==> src/rtl/sed_pkg.sv <==
package sed_pkg;

   localparam int PIX_W      = 8;
   localparam int CFG_W      = 12;
   localparam int ROW_W      = 12;
   localparam int OUT_COL_W  = 11;
   localparam int OUT_ROW_W  = 11;
   localparam int COUNT_W    = 22;
   localparam int MAX_HEIGHT = 2048;

   // Result tdata layout: col, row, endpoint_count, then zero fill.
   localparam int COL_LSB    = 0;
   localparam int ROW_LSB    = COL_LSB + OUT_COL_W;
   localparam int COUNT_LSB  = ROW_LSB + OUT_ROW_W;
   localparam int RSP_USED_W = COUNT_LSB + COUNT_W;
   localparam int RSP_DATA_W = ((RSP_USED_W + 7) / 8) * 8;
   localparam int RSP_PAD_W  = RSP_DATA_W - RSP_USED_W;

   localparam logic [COUNT_W-1:0] COUNT_MAX    = '1;
   localparam logic [PIX_W-1:0]   PIX_FULL     = 8'hff;
   localparam logic [CFG_W-1:0]   WIDTH_RESET  = 12'd640;
   localparam logic [CFG_W-1:0]   HEIGHT_RESET = 12'd480;

   typedef enum logic {
      CSR_FRAME_WIDTH  = 1'b0,
      CSR_FRAME_HEIGHT = 1'b1
   } csr_index_type;

   // Per-pixel flags kept in the line store and the window.
   typedef struct packed {
      logic full;
      logic nz;
   } flag_type;

   // Window position of the item, worked out when the item is accepted.
   typedef struct packed {
      logic             valid;
      logic             in_frame;
      logic             top_edge;
      logic             bottom_edge;
      logic             left_edge;
      logic             right_edge;
      logic             done;
      logic [ROW_W-1:0] cr;
   } pos_type;

endpackage

==> src/rtl/sed_cfg.sv <==
module sed_cfg
   import sed_pkg::*;
#(
   parameter int MAX_WIDTH = 2048
) (
   input  logic             clock,
   input  logic             reset,
   input  logic             csr_we,
   input  csr_index_type    csr_index,
   input  logic [CFG_W-1:0] csr_wdata,
   output logic [CFG_W-1:0] frame_width,
   output logic [CFG_W-1:0] frame_height
);

   localparam logic [CFG_W-1:0] WidthRst =
      (32'(WIDTH_RESET) > MAX_WIDTH) ? CFG_W'(MAX_WIDTH) : WIDTH_RESET;
   localparam logic [CFG_W-1:0] HeightRst =
      (32'(HEIGHT_RESET) > MAX_HEIGHT) ? CFG_W'(MAX_HEIGHT) : HEIGHT_RESET;

   logic [CFG_W-1:0] width_ff, width_in;
   logic [CFG_W-1:0] height_ff, height_in;
   logic [CFG_W-1:0] clamp_w, clamp_h;

   // Sizes are stored already clamped to the supported range.
   always_comb begin
      clamp_w = (csr_wdata == '0) ? CFG_W'(1) :
                (32'(csr_wdata) > MAX_WIDTH) ? CFG_W'(MAX_WIDTH) : csr_wdata;
      clamp_h = (csr_wdata == '0) ? CFG_W'(1) :
                (32'(csr_wdata) > MAX_HEIGHT) ? CFG_W'(MAX_HEIGHT) : csr_wdata;
      width_in  = width_ff;
      height_in = height_ff;
      if (csr_we) begin
         case (csr_index)
            CSR_FRAME_WIDTH:  width_in  = clamp_w;
            CSR_FRAME_HEIGHT: height_in = clamp_h;
            default: begin
               width_in  = width_ff;
               height_in = height_ff;
            end
         endcase
      end
   end

   always_ff @(posedge clock) begin
      if (reset) begin
         width_ff  <= WidthRst;
         height_ff <= HeightRst;
      end else begin
         width_ff  <= width_in;
         height_ff <= height_in;
      end
   end

   assign frame_width  = width_ff;
   assign frame_height = height_ff;

endmodule

==> config.mk <==
export PLATFORM = sky130hd
export DESIGN_NAME = sed_cfg
export DESIGN_NICKNAME = d
export VERILOG_FILES = /design/src/rtl/sed_pkg.sv /design/src/rtl/sed_cfg.sv
export SDC_FILE = /design/constraint.sdc
export NUM_CORES = 1
export LEC_CHECK = 0
export BUFFER_PORTS_ARGS = -buffer_cell sky130_fd_sc_hd__buf_2
export CORE_MARGIN = 5
export CORE_UTILIZATION = 49
export DETAILED_ROUTE_END_ITERATION = 16
export PLACE_DENSITY = 0.87
export SLEW_MARGIN = 20
export SYNTH_ARGS = -nofsm -noshare
export SYNTH_HDL_FRONTEND = slang
export SYNTH_SLANG_ARGS = --single-unit
==> constraint.sdc <==
create_clock -name clock -period 1.13 [get_ports clock]
set_input_delay 0.113 -clock clock [delete_from_list [all_inputs] [get_ports clock]]
set_output_delay 0.113 -clock clock [all_outputs]
set_load 0.01 [all_outputs]
==> impl_metrics.toml <==
[status]
status = "finished, final reports clean"

[floorplan]
start_util_pct = 49.9
die_h_um = 54.3
row_count = 16
die_area_um2 = 2940
core_um2 = 1920
die_w_um = 54.3
io_pins = 40

[cts]
postCtsSetupBuffers = 0
cts-root-buf = "clkbuf_4"
path_clk_slew_ns = 0.12
ctsHoldBuffers = 0
cts_tree = "built"
clockBufferDepth = 2
cts_resized = 0
cts_buffers = 3
htreeDepth = 1
cts_sinks = 24
clk_latency_ns = 0.30

[drt]
vias_per_cell = 5.05
drt_first_iter_violations = 16
drc = 0
vias = 888
drt_wl_total_um = 2140
ant_nets = 0
dr.pass1.iters = 4
wire_per_inst_um = 12.2

[synth]
synth_top_cell_by_area = "dfxtp_1"
netlist_instances = 112
synthMostInstantiatedCell = "nand2_1"
synth_cell_types = 21
async_reset_ff_share_pct = 0
synth_seq_cells = 24
synth_flop_cell = "dfxtp_1"
ys_top_cells_by_area = "dfxtp_1 50%, nand2_1 11%, a21oi_1 9.4%, a211o_1 5.5%, nor2b_1 3.3%"
syn_nets = 128
yosys.area.top_type_share_pct = 50.1
yosys_warnings = 0
syn_area_per_cell_um2 = 8.57
synth_edf_count = 0
synth_commonest_cells = "28 x nand2_1, 24 x dfxtp_1, 18 x a21oi_1, 6 x a211o_1, 5 x nor2b_1"
synth_area_um2 = 960
yosysSeqAreaShare_pct = 50.1

[hold_path]
hold_path.class = "input pin to register"

[timing]
clock_skew_ns = 0
hold_viol_final = 0
drv_slew = 0
timing.fmax_mhz = 1090
min_period_over_period_pct = 80.9
rsz0062_at_grt = "no"
slew_headroom_pct = 79.9
period_needed_ns = 0.914
hold_slack_ns = 0.0923
worst_slew_pin_slew_ns = 0.301
finalSetupTns_ns = 0
setup_violations = 0

[grt]
grt_antenna_before_repair = 0
track_usage_pct = 16.6
grt_pass1_wl_um = 3570
first_global_vias = 848
grt_overflow = 0
grt_max_degree = 18

[setup_path]
crit_chain = "buf_2"
crit_family = "flip-flops"
end_kind = "output pin"
worst_ep_arrival_time_ns = 0.80
crit_buf_inv = 1
crit_path_start_kind = "register"
crit_required_ns = 1.02
crit_slowest_cell = "dfxtp_1"
cp_max_fo = 2
timing_worst_setup_path_type = "register to output pin"
critical-path-max-stage-delay_ns = 0.36

[placed_design]
place_hpwl_um = 1720
portBuffers = 39
place_congestion = 0.828

[finish]
fin_util_pct = 62.0
nets = 167
syn_to_final_growth_pct = 24.3
drive_above_1_share_pct = 31.5
fillers = 185
diodes = 0

[power_and_ir_drop]
cellPowerDensity_nw_per_um2 = 1220
p_total_mw = 1.45
irDropWorstVdd_uv = 770
cellLeakagePower_nw = 0.513

[job]
max-cap-violations = 0
## layout by cell type (no fill, tap or decap), drive strengths merged, types with 2 or more instances in the layout
cell type,instances
a211o,6
a21oi,18
buf,42
clkbuf,3
dfxtp,24
nand2,29
nand2b,2
nand3b,4
nor2,2
nor2b,5
nor3b,4
nor4,3
o22ai,2
## state kept, by name, indices dropped and copies added (netlist names)
register and cells:
frame_width 12, frame_height 12
## cell families (layout without fill, tap and decap cells)
logic type	count (synthesis)	count (layout)	synth area share, %
AO/OA/AOI/OAI	26	26	16.2
AND/OR/NAND/NOR	54	54	29.5
buffers and inverters	8	45	4.30
flip-flops	24	24	50.1
## final cells by class
type	count	area, µm²	share of cell area, %
tap	27	33.8	2.83
sequential	24	480	40.3
multi-input combinational	80	438	36.7
clock buffer	3	22.5	1.89
timing repair buffer	42	218	18.3
## per-layer routing
metal	vias up	part of all wire (%)	global-route usage [%]
li1	457	-	-
met2	33	49	29.7
met1	394	42	19.4
met5	-	0	0
met3	4	7.6	3.00
met4	0	1.2	6.22
## per-stage QoR
step | instances | instance area [µm²] | setup slack (ns)
final | 176 | 1190 | 0.216
after global routing | 176 | 1190 | 0.157
after CTS | 176 | 1190 | 0.197
after detailed placement | 173 | 1170 | 0.160
after global placement | 173 | 1170 | 0.186
after floorplan | 112 | 960 | 0.363
## power breakdown
| part | leakage [nW] | internal (mW) | switching [mW] |
|---|---|---|---|
| clock | 0.0138 | 0.124 | 0.221 |
| combinational | 0.303 | 0.0898 | 0.117 |
| sequential | 0.196 | 0.881 | 0.0163 |
| total | 0.513 | 1.10 | 0.354 |
## worst paths after layout
kind              slack [ns]                            to  cells past startpoint                         from
hold reg to reg         0.46   frame_width[4]$_SDFFE_PP0P_                      2  frame_width[4]$_SDFFE_PP0P_
hold / removal          0.09  frame_height[9]$_SDFFE_PP0P_                      3                 csr_wdata[9]
setup reg to reg        0.46   frame_width[7]$_SDFFE_PP1P_                      1  frame_width[7]$_SDFFE_PP1P_
setup / recovery        0.22                frame_width[0]                      1  frame_width[0]$_SDFFE_PP0P_
Power figures use the tool's default switching activity.
