File: src/rtl/sed_pkg.sv
package sed_pkg;

   localparam int PIX_W      = 8;
   localparam int CFG_W      = 12;
   localparam int ROW_W      = 12;
   localparam int OUT_COL_W  = 11;
   localparam int OUT_ROW_W  = 11;
   localparam int COUNT_W    = 22;
   localparam int MAX_HEIGHT = 2048;

   // Result tdata layout: col, row, endpoint_count, then zero fill.
   localparam int COL_LSB    = 0;
   localparam int ROW_LSB    = COL_LSB + OUT_COL_W;
   localparam int COUNT_LSB  = ROW_LSB + OUT_ROW_W;
   localparam int RSP_USED_W = COUNT_LSB + COUNT_W;
   localparam int RSP_DATA_W = ((RSP_USED_W + 7) / 8) * 8;
   localparam int RSP_PAD_W  = RSP_DATA_W - RSP_USED_W;

   localparam logic [COUNT_W-1:0] COUNT_MAX    = '1;
   localparam logic [PIX_W-1:0]   PIX_FULL     = 8'hff;
   localparam logic [CFG_W-1:0]   WIDTH_RESET  = 12'd640;
   localparam logic [CFG_W-1:0]   HEIGHT_RESET = 12'd480;

   typedef enum logic {
      CSR_FRAME_WIDTH  = 1'b0,
      CSR_FRAME_HEIGHT = 1'b1
   } csr_index_type;

   // Per-pixel flags kept in the line store and the window.
   typedef struct packed {
      logic full;
      logic nz;
   } flag_type;

   // Window position of the item, worked out when the item is accepted.
   typedef struct packed {
      logic             valid;
      logic             in_frame;
      logic             top_edge;
      logic             bottom_edge;
      logic             left_edge;
      logic             right_edge;
      logic             done;
      logic [ROW_W-1:0] cr;
   } pos_type;

endpackage

File: src/rtl/sed_window.sv
module sed_window
   import sed_pkg::*;
#(
   parameter int MAX_WIDTH = 2048,
   localparam int COL_W = $clog2(MAX_WIDTH)
) (
   input  logic                  clock,
   input  logic                  reset,
   input  logic                  restart,
   input  logic                  s1_valid,
   input  pos_type               s1_pos,
   input  logic [COL_W-1:0]      s1_cc,
   input  flag_type              s1_flag,
   input  flag_type              above,
   input  flag_type              mid,
   output logic                  s1_adv,
   output logic                  rsp_tvalid,
   input  logic                  rsp_tready,
   output logic [RSP_DATA_W-1:0] rsp_tdata,
   output logic                  rsp_tuser,
   output logic                  rsp_tlast
);

   flag_type win_ff  [3][2];
   flag_type win_in  [3][2];
   flag_type win_now [3][3];
   flag_type new_col [3];
   logic     row_ok  [3];
   logic     col_ok  [3];
   logic [3:0] nb_cnt;
   logic       endpoint, emit, out_free;

   logic [COUNT_W-1:0]   found_ff, found_in, count_res;
   logic                 rsp_valid_ff, rsp_valid_in;
   logic [OUT_COL_W-1:0] col_ff;
   logic [OUT_ROW_W-1:0] row_ff;
   logic [COUNT_W-1:0]   count_ff;
   logic                 ep_ff, done_ff;

   assign out_free = !rsp_valid_ff || rsp_tready;
   assign s1_adv   = s1_valid && out_free;

   assign new_col[0] = above;
   assign new_col[1] = mid;
   assign new_col[2] = s1_flag;

   assign row_ok[0] = !s1_pos.top_edge;
   assign row_ok[1] = 1'b1;
   assign row_ok[2] = !s1_pos.bottom_edge;
   assign col_ok[0] = !s1_pos.left_edge;
   assign col_ok[1] = 1'b1;
   assign col_ok[2] = !s1_pos.right_edge;

   // The window holds only the two newest columns; the third is the
   // column arriving with the item.
   always_comb begin
      for (int i = 0; i < 3; i++) begin
         win_now[i][0] = win_ff[i][0];
         win_now[i][1] = win_ff[i][1];
         win_now[i][2] = new_col[i];
         win_in[i][0]  = win_ff[i][1];
         win_in[i][1]  = new_col[i];
      end
   end

   always_comb begin
      nb_cnt = '0;
      for (int i = 0; i < 3; i++) begin
         for (int k = 0; k < 3; k++) begin
            if (!(i == 1 && k == 1)) begin
               nb_cnt = nb_cnt + 4'(win_now[i][k].full && row_ok[i] && col_ok[k]);
            end
         end
      end
   end

   always_comb begin
      endpoint  = s1_pos.valid && s1_pos.in_frame && win_now[1][1].nz &&
                  (nb_cnt == 4'd1);
      emit      = s1_pos.valid && (endpoint || s1_pos.done);
      count_res = (endpoint && (found_ff != COUNT_MAX)) ?
                  (found_ff + 1'b1) : found_ff;

      found_in = found_ff;
      if (restart) begin
         found_in = '0;
      end else if (s1_adv && s1_pos.valid) begin
         found_in = s1_pos.done ? '0 : count_res;
      end

      if (out_free) begin
         rsp_valid_in = s1_valid && emit;
      end else begin
         rsp_valid_in = rsp_valid_ff;
      end
   end

   always_ff @(posedge clock) begin
      if (reset) begin
         found_ff     <= '0;
         rsp_valid_ff <= 1'b0;
         for (int i = 0; i < 3; i++) begin
            win_ff[i][0] <= '0;
            win_ff[i][1] <= '0;
         end
      end else begin
         found_ff     <= found_in;
         rsp_valid_ff <= rsp_valid_in;
         if (s1_adv) begin
            win_ff <= win_in;
         end
      end
   end

   always_ff @(posedge clock) begin
      if (s1_adv && emit) begin
         col_ff   <= OUT_COL_W'(s1_cc);
         row_ff   <= OUT_ROW_W'(s1_pos.cr);
         count_ff <= count_res;
         ep_ff    <= endpoint;
         done_ff  <= s1_pos.done;
      end
   end

   assign rsp_tvalid = rsp_valid_ff;
   assign rsp_tdata  = {{RSP_PAD_W{1'b0}}, count_ff, row_ff, col_ff};
   assign rsp_tuser  = ep_ff;
   assign rsp_tlast  = done_ff;

endmodule

File: config.mk
export PLATFORM = sky130hd
export DESIGN_NAME = sed_window
export DESIGN_NICKNAME = d
export VERILOG_FILES = /design/src/rtl/sed_pkg.sv /design/src/rtl/sed_window.sv
export SDC_FILE = /design/constraint.sdc
export NUM_CORES = 1
export LEC_CHECK = 0
export CAP_MARGIN = 20
export CORE_MARGIN = 1.5
export CORE_UTILIZATION = 57
export DETAILED_ROUTE_END_ITERATION = 12
export DONT_BUFFER_PORTS = 1
export HOLD_SLACK_MARGIN = 0.15
export MAX_ROUTING_LAYER = met4
export PLACE_DENSITY = 0.75
export SLEW_MARGIN = 30
export SYNTH_ARGS = -nofsm -noshare
export SYNTH_HDL_FRONTEND = slang
export SYNTH_SLANG_ARGS = --single-unit
File: constraint.sdc
create_clock -name clock -period 4.9 [get_ports clock]
set_input_delay 0.49 -clock clock [delete_from_list [all_inputs] [get_ports clock]]
set_output_delay 0.49 -clock clock [all_outputs]
set_load 0.05 [all_outputs]
==> out/qor.txt <==
commonest non-fill, non-tap cell in the layout: edfxtp_1
YS warnings: 0
initial antenna violation count: 0
final-report setup violation count: 0
DR vias/cell: 6.05
Worst-path clk slew: 0.08 ns
Final ANT Viol Nets: 0
EDFF count, synth: 46
largest net degree at the start of global routing: 37
starting density of the core: 0.585
post_cts resized: 0
vias in the first global route: 2232
Hold Path Class: in -> reg
Min Clock Period, post-route: 4.52 ns
data arrival time of the worst path: 4.82 ns
Worst Clk Skew: 0.00720 ns
clk buf depth: 2
Core ar.: 5890 um2
Die Ht: 80.7 um
Yosys reg bits: 76
RSZ-0062 raised after global routing: no
main combinational cell family by area after synthesis: simple AND/OR/NAND/NOR gates
Fin. Hold Viols: 0
grt ovf: 0
Final GP Congestion: 0.875
kind of end point of the critical path: flip-flop
Pwr Density: 362 nW/um2
CP startpoint kind: flip-flop
total wire length: 6.69 mm
Layout area overhead: 8.87%
post-synthesis cell area: 3440 um2
crit share post-route: 0.923
top_reg_cell synth: edfxtp_1
library cells used by synthesis: 51
max-capacitance violation count: 0
Ant. Diodes: 0
Slew headroom: 0.356
# fillers: 453
Post-synth ARST share: 0
hold_buf cts: 0
post-synthesis simple-gate area fraction: 0.163
CTS tree: done
layout cell share with drive strength beyond 1: 0.125
dpl hpwl: 4.61 mm
die footprint: 6520 um2
Final Total Pwr: 0.00136 W
Lkg Pwr: 1.27 nW
critical path class: reg -> reg
num ports: 93
adder-cell area share of the yosys netlist: 0.0378
first-pass GRT wire length: 10.5 mm
status: completed
Avg Synthesized Cell Area: 11.3 um2
H-Tree Depth: 3
flip-flop and latch area: 1980 um2
Cells after Synth: 304
most frequent cells in the layout: 46 x edfxtp_1, 37 x nand2_1, 30 x dfxtp_1
fmax: 221 MHz
CTS Buf Count: 9
register area share after synthesis: 0.576
worst-path maximum fanout: 13
clock tree root buffer cell: clkbuf_8
setup TNS: 0 ns
Pins Over Slew Limit: 0
worst-skew pair later-pin latency: 0.35 ns
number of DRC markers in iteration 0: 187
DR DRC count: 0
Worst IR Drop VDD: 0.000173 V
worst-margin pin slew: 0.959 ns
Overall Global Routing Usage: 0.221
xor and xnor area share after synthesis: 0.0483
Pre-antenna DRT Iters: 5
Post-CTS Setup Bufs: 0
IO buf count: 0
placement row count: 28
Layout Nets: 357
worst path required time: 5.19 ns
mux share of post-synthesis cell area: 0.0160
footprint of the multi-input gates: 1330 um2
Compound-Gate Fraction of Synth Area: 0.117
CTS sink cnt: 76
Routed WL per cell: 17.2 um
Die Span X: 80.7 um
routed vias: 2349
## path summary, 6_finish.rpt
kind / from / end / slack, ns / cells after the start
worst max register to register: win_ff[9]$_SDFFE_PP0P_ / found_ff[7]$_SDFFE_PP0P_ / 0.38 / 14
worst max-delay path: win_ff[9]$_SDFFE_PP0P_ / found_ff[7]$_SDFFE_PP0P_ / 0.38 / 14
worst min-delay path: reset / win_ff[11]$_SDFFE_PP0P_ / 0.19 / 1
worst min register to register: win_ff[4]$_SDFFE_PP0P_ / win_ff[4]$_SDFFE_PP0P_ / 0.45 / 2
## cells in the mapped netlist (all sizes together), types with 4 or more instances
| cell type | count | area [um2] |
|---|---|---|
| and3 | 11 | 78.8 |
| xnor2 | 15 | 131 |
| a31oi | 9 | 56.3 |
| xor2 | 4 | 35.0 |
| fa | 4 | 80.1 |
| nor2 | 10 | 37.5 |
| or3 | 8 | 55.1 |
| dfxtp | 30 | 601 |
| a21oi | 24 | 120 |
| ha | 4 | 50.1 |
| o31ai | 8 | 65.1 |
| inv | 12 | 45.0 |
| nand2 | 37 | 139 |
| edfxtp | 46 | 1380 |
| mux2 | 4 | 45.0 |
| o21ai | 15 | 75.1 |
| nand3 | 9 | 45.0 |
| buf | 8 | 65.1 |
| nand2b | 5 | 31.3 |
| clkbuf | 7 | 27.5 |
| nand4 | 7 | 50.1 |
## state kept, by name, indices dropped and copies added (netlist names)
register / flops
row_ff: 11
rsp_tuser: 1
win_ff: 7
found_ff: 22
rsp_tvalid: 1
col_ff: 11
count_ff: 22
rsp_tlast: 1
## critical path, cell delays in order (launching register included)
cell	delay [ns]
dfxtp_1	0.36
nand2b_1	0.09
fa_1	0.50
inv_1	0.05
fa_1	0.53
fa_1	0.56
ha_1	0.16
inv_1	0.06
fa_1	0.41
a211oi_1	0.27
mux2i_1	0.22
a211oi_4	0.50
nand4_1	0.26
or3_1	0.40
o21ai_1	0.07
## cell families after synthesis
kind of cell    count (synthesis)
compound gates                 65
flops                          76
fa+ha+maj                       8
simple gates                  102
mux                             5
xor+xnor                       19
other cells                     1
buf+inv                        28
## area by class of cell
class | instances | area share
repair buffers | 5 | 0.0134
multi-input cells | 203 | 0.356
inverters | 13 | 0.0130
clock buffers | 10 | 0.0340
well taps | 75 | 0.0250
flip-flops and latches | 76 | 0.529
clock inverters | 6 | 0.0300
## per-stage QoR
step                      hold slack (ns)  utilization  instances  worst slack [ns]  instance area, um2
after floorplan                     0.432            -        307            0.0377                3450
after global placement              0.429        0.596        372             0.297                3510
after detailed placement            0.438        0.596        372             0.133                3510
after CTS                           0.183        0.637        388             0.364                3750
after global routing                0.180        0.637        388            0.0535                3750
final                               0.191        0.637        388             0.375                3750
## power breakdown
part	leakage [nW]	total, W	switching, W	internal, W
sequential	0.650	0.000740	0.0000479	0.000692
clock	0.120	0.000571	0.000232	0.000339
combinational	0.501	0.0000472	0.0000340	0.0000132
## routing by layer
metal	part of all wire	global-route usage	wire length [um]	vias to the layer above
met5	0	-	0	-
met1	0.43	0.255	2870	1107
li1	-	-	-	1110
met3	0.077	0.0648	516	16
met4	0.021	0.0966	139	0
met2	0.47	0.358	3160	116
(Power assumes the default switching activity.)
