**src/rtl/sed_pkg.sv**
```systemverilog
package sed_pkg;

   localparam int PIX_W      = 8;
   localparam int CFG_W      = 12;
   localparam int ROW_W      = 12;
   localparam int OUT_COL_W  = 11;
   localparam int OUT_ROW_W  = 11;
   localparam int COUNT_W    = 22;
   localparam int MAX_HEIGHT = 2048;

   // Result tdata layout: col, row, endpoint_count, then zero fill.
   localparam int COL_LSB    = 0;
   localparam int ROW_LSB    = COL_LSB + OUT_COL_W;
   localparam int COUNT_LSB  = ROW_LSB + OUT_ROW_W;
   localparam int RSP_USED_W = COUNT_LSB + COUNT_W;
   localparam int RSP_DATA_W = ((RSP_USED_W + 7) / 8) * 8;
   localparam int RSP_PAD_W  = RSP_DATA_W - RSP_USED_W;

   localparam logic [COUNT_W-1:0] COUNT_MAX    = '1;
   localparam logic [PIX_W-1:0]   PIX_FULL     = 8'hff;
   localparam logic [CFG_W-1:0]   WIDTH_RESET  = 12'd640;
   localparam logic [CFG_W-1:0]   HEIGHT_RESET = 12'd480;

   typedef enum logic {
      CSR_FRAME_WIDTH  = 1'b0,
      CSR_FRAME_HEIGHT = 1'b1
   } csr_index_type;

   // Per-pixel flags kept in the line store and the window.
   typedef struct packed {
      logic full;
      logic nz;
   } flag_type;

   // Window position of the item, worked out when the item is accepted.
   typedef struct packed {
      logic             valid;
      logic             in_frame;
      logic             top_edge;
      logic             bottom_edge;
      logic             left_edge;
      logic             right_edge;
      logic             done;
      logic [ROW_W-1:0] cr;
   } pos_type;

endpackage

```
**src/rtl/sed_scan.sv**
```systemverilog
module sed_scan
   import sed_pkg::*;
#(
   parameter int MAX_WIDTH = 2048,
   localparam int COL_W = $clog2(MAX_WIDTH)
) (
   input  logic             clock,
   input  logic             reset,
   input  logic             restart,
   input  logic [CFG_W-1:0] frame_width,
   input  logic [CFG_W-1:0] frame_height,
   input  logic             req_tvalid,
   output logic             req_tready,
   input  logic [PIX_W-1:0] req_tdata,
   input  logic             s1_adv,
   output logic             rd_en,
   output logic [COL_W-1:0] rd_addr,
   output logic             s1_valid,
   output logic [COL_W-1:0] s1_col,
   output logic [COL_W-1:0] s1_cc,
   output flag_type         s1_flag,
   output pos_type          s1_pos
);

   logic [COL_W-1:0] col_ff, col_in, c_eff, cc;
   logic [COL_W:0]   col_inc;
   logic [ROW_W-1:0] row_ff, row_in;
   logic [ROW_W:0]   row_x, h_x;
   logic             v1, v2, wrap, accept;
   flag_type         flag;
   pos_type          pos;

   logic             s1_valid_ff, s1_valid_in;
   logic [COL_W-1:0] s1_col_ff, s1_cc_ff;
   flag_type         s1_flag_ff;
   pos_type          s1_pos_ff;

   assign req_tready = !s1_valid_ff || s1_adv;
   assign accept     = req_tvalid && req_tready;

   // The window center trails the input by one row and one pixel. Two
   // cases give a center: the item is past column 0 of row 1 or later
   // (center one up and one left), or it opens row 2 or later (center is
   // the last column two rows up). All edge tests are done on the item's
   // own position so no subtract feeds a compare.
   always_comb begin
      c_eff   = (32'(col_ff) >= 32'(frame_width)) ?
                COL_W'(frame_width - 1'b1) : col_ff;
      col_inc = {1'b0, c_eff} + 1'b1;
      wrap    = 32'(col_inc) >= 32'(frame_width);
      row_x   = {1'b0, row_ff};
      h_x     = {1'b0, frame_height};

      v1 = (c_eff != '0) && (row_ff != '0);
      v2 = (c_eff == '0) && (row_ff >= ROW_W'(2));
      cc = v1 ? (c_eff - 1'b1) : COL_W'(frame_width - 1'b1);

      pos.valid       = v1 || v2;
      pos.cr          = v1 ? (row_ff - ROW_W'(1)) : (row_ff - ROW_W'(2));
      pos.top_edge    = v1 ? (row_ff == ROW_W'(1)) : (row_ff == ROW_W'(2));
      pos.bottom_edge = v1 ? (row_x >= h_x) : (row_x >= h_x + 1'b1);
      pos.in_frame    = v1 ? (row_x < h_x + 1'b1) : (row_x < h_x + 2'd2);
      pos.left_edge   = v1 ? (c_eff == COL_W'(1)) : (frame_width == CFG_W'(1));
      pos.right_edge  = v2;
      pos.done        = v2 && (row_x == h_x + 1'b1);

      flag.nz   = (row_ff < frame_height) && (req_tdata != '0);
      flag.full = (row_ff < frame_height) && (req_tdata == PIX_FULL);

      col_in = col_ff;
      row_in = row_ff;
      if (restart) begin
         col_in = '0;
         row_in = '0;
      end else if (accept) begin
         if (pos.done) begin
            col_in = '0;
            row_in = '0;
         end else if (wrap) begin
            col_in = '0;
            row_in = row_ff + 1'b1;
         end else begin
            col_in = col_inc[COL_W-1:0];
         end
      end

      if (accept) begin
         s1_valid_in = 1'b1;
      end else if (s1_adv) begin
         s1_valid_in = 1'b0;
      end else begin
         s1_valid_in = s1_valid_ff;
      end
   end

   always_ff @(posedge clock) begin
      if (reset) begin
         col_ff      <= '0;
         row_ff      <= '0;
         s1_valid_ff <= 1'b0;
      end else begin
         col_ff      <= col_in;
         row_ff      <= row_in;
         s1_valid_ff <= s1_valid_in;
      end
   end

   always_ff @(posedge clock) begin
      if (accept) begin
         s1_col_ff  <= c_eff;
         s1_cc_ff   <= cc;
         s1_flag_ff <= flag;
         s1_pos_ff  <= pos;
      end
   end

   assign rd_en    = accept;
   assign rd_addr  = c_eff;
   assign s1_valid = s1_valid_ff;
   assign s1_col   = s1_col_ff;
   assign s1_cc    = s1_cc_ff;
   assign s1_flag  = s1_flag_ff;
   assign s1_pos   = s1_pos_ff;

endmodule

```
**config.mk**
```make
export PLATFORM = sky130hd
export DESIGN_NAME = sed_scan
export DESIGN_NICKNAME = d
export VERILOG_FILES = /design/src/rtl/sed_pkg.sv /design/src/rtl/sed_scan.sv
export SDC_FILE = /design/constraint.sdc
export NUM_CORES = 1
export LEC_CHECK = 0
export ABC_CLOCK_PERIOD_IN_PS = 6800
export BUFFER_PORTS_ARGS = -buffer_cell sky130_fd_sc_hd__buf_2
export CELL_PAD_IN_SITES_DETAIL_PLACEMENT = 2
export CELL_PAD_IN_SITES_GLOBAL_PLACEMENT = 2
export CORE_UTILIZATION = 35
export DETAILED_ROUTE_END_ITERATION = 10
export PLACE_DENSITY = 0.78
export REMOVE_ABC_BUFFERS = 1
export SETUP_SLACK_MARGIN = 0.05
export SYNTH_ARGS = -nofsm -noshare
export SYNTH_HDL_FRONTEND = slang
export SYNTH_SLANG_ARGS = --single-unit
```
**constraint.sdc**
```tcl
create_clock -name clock -period 6.8 [get_ports clock]
set_clock_uncertainty 0.05 [all_clocks]
set_input_delay 0.68 -clock clock [delete_from_list [all_inputs] [get_ports clock]]
set_output_delay 0.68 -clock clock [all_outputs]
set_load 0.02 [all_outputs]
```
==> impl_metrics.toml, run 1 <==
[yosys]
synth_top_area_share = 0.222
post-synth-top-area-cell = "edfxtp_1"
synthesis.area_sq_um = 5820
async_flop_share = 0
synth_edf_count = 43
syn_inst = 667
synthFlopType = "edfxtp_1"
synth_warnings = 0
synth_area_leaders = "edfxtp_1, ha_1, dfxtp_1, xnor2_1, nand2_1"
ys_seq_elements = 67
yosys-top-cells-count = "ha_1, nand2_1, nor2_1"
synth_area_per_cell_sq_um = 8.73
yosysMostFrequentCell = "ha_1"
synth-seq-area-share = 0.304
synth.distinct_cells = 72

[die]
rows = 46
die_h_um = 131
coreArea_sq_um = 16100
boundaryPins = 94
die-area_sq_um = 17200
die_w_um = 131
initial_core_util = 0.362

[placed_design]
placed_area_sq_um = 6480
port_buffers = 93
dp_slack_ps = 746
place_hpwl_um = 16400
finalWeightedCongestion = 0.925

[run_status]
outcome = "finished clean"

[cts]
cts_setup_buffers = 0
clk_latency_ps = 350
clk_pin_slew_ps = 50
cts_hold_buf = 0
cts_resized = 0
numCtsBuffers = 9
clock-sinks = 67
cts.htree.levels = 3
cts_tree = "yes"
cts_root_buf = "clkbuf_16"
clock_path_buffers = 2

[route]
wl_per_cell_um = 21.8
drt_iter0_markers = 331
via_count = 5545
routed_wirelength_um = 21200
drt-pass1-iter-count = 4
antenna_left = 0
drc_errors = 0
drt-vias-per-instance = 5.71

[global_routing]
grt_start_max_net_pins = 45
grt_use_total = 0.258
gr-total-overflow = 0
antenna_found_initial = 1
grt_pass1_wl_um = 33300
grt_pass1_vias = 5993

[sta]
rsz0062_at_grt = "false"
hold_viol_final = 0
fmax_mhz = 176
finalCriticalPeriod_ps = 5690
slew_headroom = 0.330
setup_ws_ps = 1110
finalCritPeriodShare = 0.836
finalSetupTns_ps = 0
tightest_slew_ps = 999
slew_violations = 0
whs_ps = 468
finalSetupViolations = 0

[worst_setup_path]
crit_required_ps = 7020
worst_setup_path_end_kind = "flop"
cp-start-kind = "input port"
worstPathArrival_ps = 5910
critPathMaxFanout = 11
criticalPathCategory = "input port to flop"

[flow_run]
maxCapViolations = 0

[finish]
area_delta_synth_final_pct = 17.2
diodes = 0
design_area_sq_um = 6820
final_layout_size_suffix_gt1_frac = 0.181
final_nets = 860

[worst_hold_path]
hp-class = "input port to flop"

[power_and_ir_drop]
total_power_w = 0.00124
power_leakage_nw = 2.95
power_density_nw_per_um2 = 182
max-vdd-ir-drop_mv = 0.139
==> layout make-up <==
type                       instances  area [sq um]
multi-input combinational        530          3780
timing repair buffer              96           488
inverter                          46           173
fill                            1816          9240
clock buffer                       9           225
sequential                        67          1770
clock inverter                     7           115
tap                              216           270
==> cell families after synthesis <==
family / Yosys count / share of synthesized area
AO/OA/AOI/OAI: 138 / 0.155
XOR/XNOR: 54 / 0.0825
adder cells (fa/ha/maj): 73 / 0.157
buffers and inverters: 70 / 0.0471
flip-flops: 67 / 0.304
multiplexers: 18 / 0.0344
AND/OR/NAND/NOR: 247 / 0.220
==> flip-flops by register name (all words and copies together), names as in the netlist <==
name / count
col_ff: 11
row_ff: 12
s1_cc: 11
s1_col: 11
s1_flag: 2
s1_pos: 19
s1_valid: 1
==> where the power goes <==
part           total (W)  switching [W]  internal, W  leakage [nW]
clock           0.000562       0.000204     0.000358         0.163
combinational   0.000227       0.000149    0.0000786          2.20
sequential      0.000454     0.00000616     0.000447         0.579
==> stage by stage <==
| step | cells | util |
|---|---|---|
| 2_1_floorplan | 643 | - |
| 6_report | 971 | 0.425 |
| 3_3_place_gp | 955 | 0.404 |
| 4_1_cts | 971 | 0.425 |
| 3_5_place_dp | 955 | 0.404 |
| 5_1_grt | 971 | 0.425 |
==> placed cells by master, fill, tap and decap left out, drive strengths merged, types with 5 or more instances in the layout <==
cell    Yosys  layout
a21oi      40      40
and3        8       8
o21ai      38      38
ha         73      73
nand4      17      17
nor2b       6       6
clkbuf     14       9
inv        45      47
nor2       57      57
nor3       16      16
or4         6       6
or2         7       7
and2        5       5
a31oi       5       5
a22o       11      11
nand2      56      56
edfxtp     43      43
xor2        5       5
buf        10      96
xnor2      49      49
mux2i      15      15
nand3      32      32
dfxtp      24      24
nand2b      9       9
nor4       10      10
a21o        8       8
==> worst max-delay path: stages <==
cell      delay (ps)
buf_2            160
inv_1            100
ha_1             330
a211oi_1         290
o21ai_0          140
a21oi_1          330
o21ai_2          170
o21ai_1          430
inv_1            200
ha_1             410
nand3_1          150
o32a_1           180
xor2_1           190
inv_1             70
ha_1             300
o22a_1           120
nand3_1           80
o31a_1           450
nor3_1           360
nand3_1          160
or4_1            420
a31oi_1          160
==> worst paths after layout <==
check / cells after the start / start / slack [ps] / end
worst max-delay path: 22 / frame_width[2] / 1110 / row_ff[11]
worst min-delay path: 2 / reset / 470 / s1_valid
worst max register to register: 20 / col_ff[2] / 1170 / row_ff[11]
worst min register to register: 2 / s1_valid / 480 / s1_valid
==> metal layers <==
metal	track usage	routed length, um
met5	0	0
met4	0.0669	337
met3	0.0493	977
met2	0.423	9830
met1	0.346	10000
Note: power is estimated with default switching activity, not from simulation.
==> run 2, diff against run 1 <==
Settings changed: ABC_AREA from default to 1, ABC_CLOCK_PERIOD_IN_PS 6800 to 5700, CORE_UTILIZATION 35 to 33.
Clock period 6.8 ns to 5.7 ns, I/O delays scaled along.
==> run 2 against run 1 <==
Non-clock buffer count unchanged. Global-route usage decreased by 1.5 points. Core utilization decreased by 2.9 points. Combinational power decreased by 22%. Critical path depth increased by 6. Sequential cell count unchanged. Die area increased by 7.2%. Sequential power increased by 18%. Clock-buffer cell count increased by 1. Clock power decreased by 2%. Synthesized area increased by 1.2%. Register-to-register slack got worse by 460 ps. Critical endpoint is now row_ff[8].
==> impl_metrics.toml, run 2 <==
[run_status]
outcome = "finished clean"

[power_and_ir_drop]
power_density_nw_per_um2 = 184
max-vdd-ir-drop_mv = 0.159
power_leakage_nw = 3.37

[global_routing]
gr-total-overflow = 0
antenna_found_initial = 0
grt_start_max_net_pins = 41
grt_use_total = 0.242
grt_pass1_vias = 6240
grt_pass1_wl_um = 33800

[sta]
setup_ws_ps = 624
tightest_slew_ps = 897
slew_headroom = 0.400
finalSetupTns_ps = 0
rsz0062_at_grt = "false"
finalSetupViolations = 0
fmax_mhz = 197
finalCritPeriodShare = 0.891
finalCriticalPeriod_ps = 5080
slew_violations = 0
hold_viol_final = 0

[cts]
clock-sinks = 67
cts_setup_buffers = 0
clock_path_buffers = 2
cts_tree = "yes"
numCtsBuffers = 9
clk_pin_slew_ps = 60
cts.htree.levels = 3
clk_latency_ps = 350
cts_resized = 0
cts_root_buf = "clkbuf_16"
cts_hold_buf = 0

[worst_setup_path]
critPathMaxFanout = 14
worst_setup_path_end_kind = "flop"
cpMaxStageDelayCell = "a31oi_1"
cp-start-kind = "input port"
criticalPathCategory = "input port to flop"
max_stage_delay_ps = 500
cp_common_cell = "nand2_1"
worstPathArrival_ps = 5270
crit_required_ps = 5890

[yosys]
synth_edf_count = 43
yosysMostFrequentCell = "nand2_1"
synth_area_leaders = "edfxtp_1, ha_1, nand2_1, dfxtp_1, xor2_1"
synth.distinct_cells = 44
ys_seq_elements = 67
synth-seq-area-share = 0.301
synth_warnings = 0
async_flop_share = 0
synthFlopType = "edfxtp_1"
post-synth-top-area-cell = "edfxtp_1"
syn_inst = 792
synthesis.area_sq_um = 5890
synth_top_area_share = 0.219
synth_area_per_cell_sq_um = 7.43
yosys-top-cells-count = "nand2_1, inv_1, nor2_1"

[die]
die_w_um = 136
die_h_um = 136
rows = 48
boundaryPins = 94
initial_core_util = 0.339
coreArea_sq_um = 17400
die-area_sq_um = 18400

[finish]
layout_common_cells = "nand2_1, inv_1, buf_2"
final_common_cell = "nand2_1"
diodes = 0
area_delta_synth_final_pct = 16.6
largest_reg_flops = 19
final_layout_size_suffix_gt1_frac = 0.158
final_nets = 996
layout.cells.non_filler = 1116
fillers = 2061
final_core_util = 0.396

[placed_design]
dp_slack_ps = 303
place_hpwl_um = 17200
placed_cells = 1100
port_buffers = 93
finalWeightedCongestion = 0.848

[worst_hold_path]
hp-class = "input port to flop"

[route]
wl_per_cell_um = 18.9
antenna_left = 0
routed_wirelength_um = 21100
drt_iter0_markers = 188
via_count = 5812
drt-pass1-iter-count = 4
drt-vias-per-instance = 5.21
drc_errors = 0

[flow_run]
maxCapViolations = 0
## run 2: kinds of logic (layout without fill, tap and decap cells)
logic type               after synthesis  after routing  synth area share
XOR/XNOR                              47             47            0.0699
AO/OA/AOI/OAI                        102            102            0.0988
flip-flops                            67             67             0.301
buffers and inverters                109            208            0.0739
AND/OR/NAND/NOR                      394            394             0.301
adder cells (fa/ha/maj)               73             73             0.155
## run 2: final cells by class
type                       instances  area [sq um]  share of cell area
inverter                          96           360              0.0525
timing repair buffer              96           488              0.0711
clock inverter                     6          56.3             0.00820
tap                              225           282              0.0410
multi-input combinational        616          3680               0.536
sequential                        67          1770               0.258
clock buffer                      10           229              0.0333
## run 2: critical path, delay by kind of cell
family	cells	cell delay, ps
AO/OA/AOI/OAI	3	1130
adder cells (fa/ha/maj)	3	770
buffers and inverters	5	340
AND/OR/NAND/NOR	17	2430
## run 2: per-layer routing
layer  GRT usage  vias up  routed length, um
met5           0        -                  0
met4      0.0811        0                585
met3      0.0389       34                672
met2       0.425      109              10300
met1       0.299     2843               9570
li1            -     2826                  -
## run 2: power breakdown
group / total [W] / switching (W) / internal (W)
Clock: 0.000552 / 0.000217 / 0.000334
Combinational: 0.000177 / 0.000123 / 0.0000541
Sequential: 0.000535 / 0.00000396 / 0.000531
Total: 0.00126 / 0.000344 / 0.000919
## run 2: stage by stage
stage                     hold slack [ps]  area, sq um  total power [W]
after floorplan                       395         5810         0.000647
after global placement                404         6580         0.000712
after detailed placement              425         6580         0.000723
after CTS                             335         6870          0.00128
after global routing                  341         6870          0.00131
final                                 343         6870          0.00126
## run 2: worst paths after layout
check	startpoint	to	slack, ps	cells after the start
min reg2reg	col_ff[0]	col_ff[0]	430	2
max reg2reg	col_ff[10]	row_ff[8]	710	26
max	frame_width[10]	row_ff[8]	620	28
min	reset	s1_valid	340	2
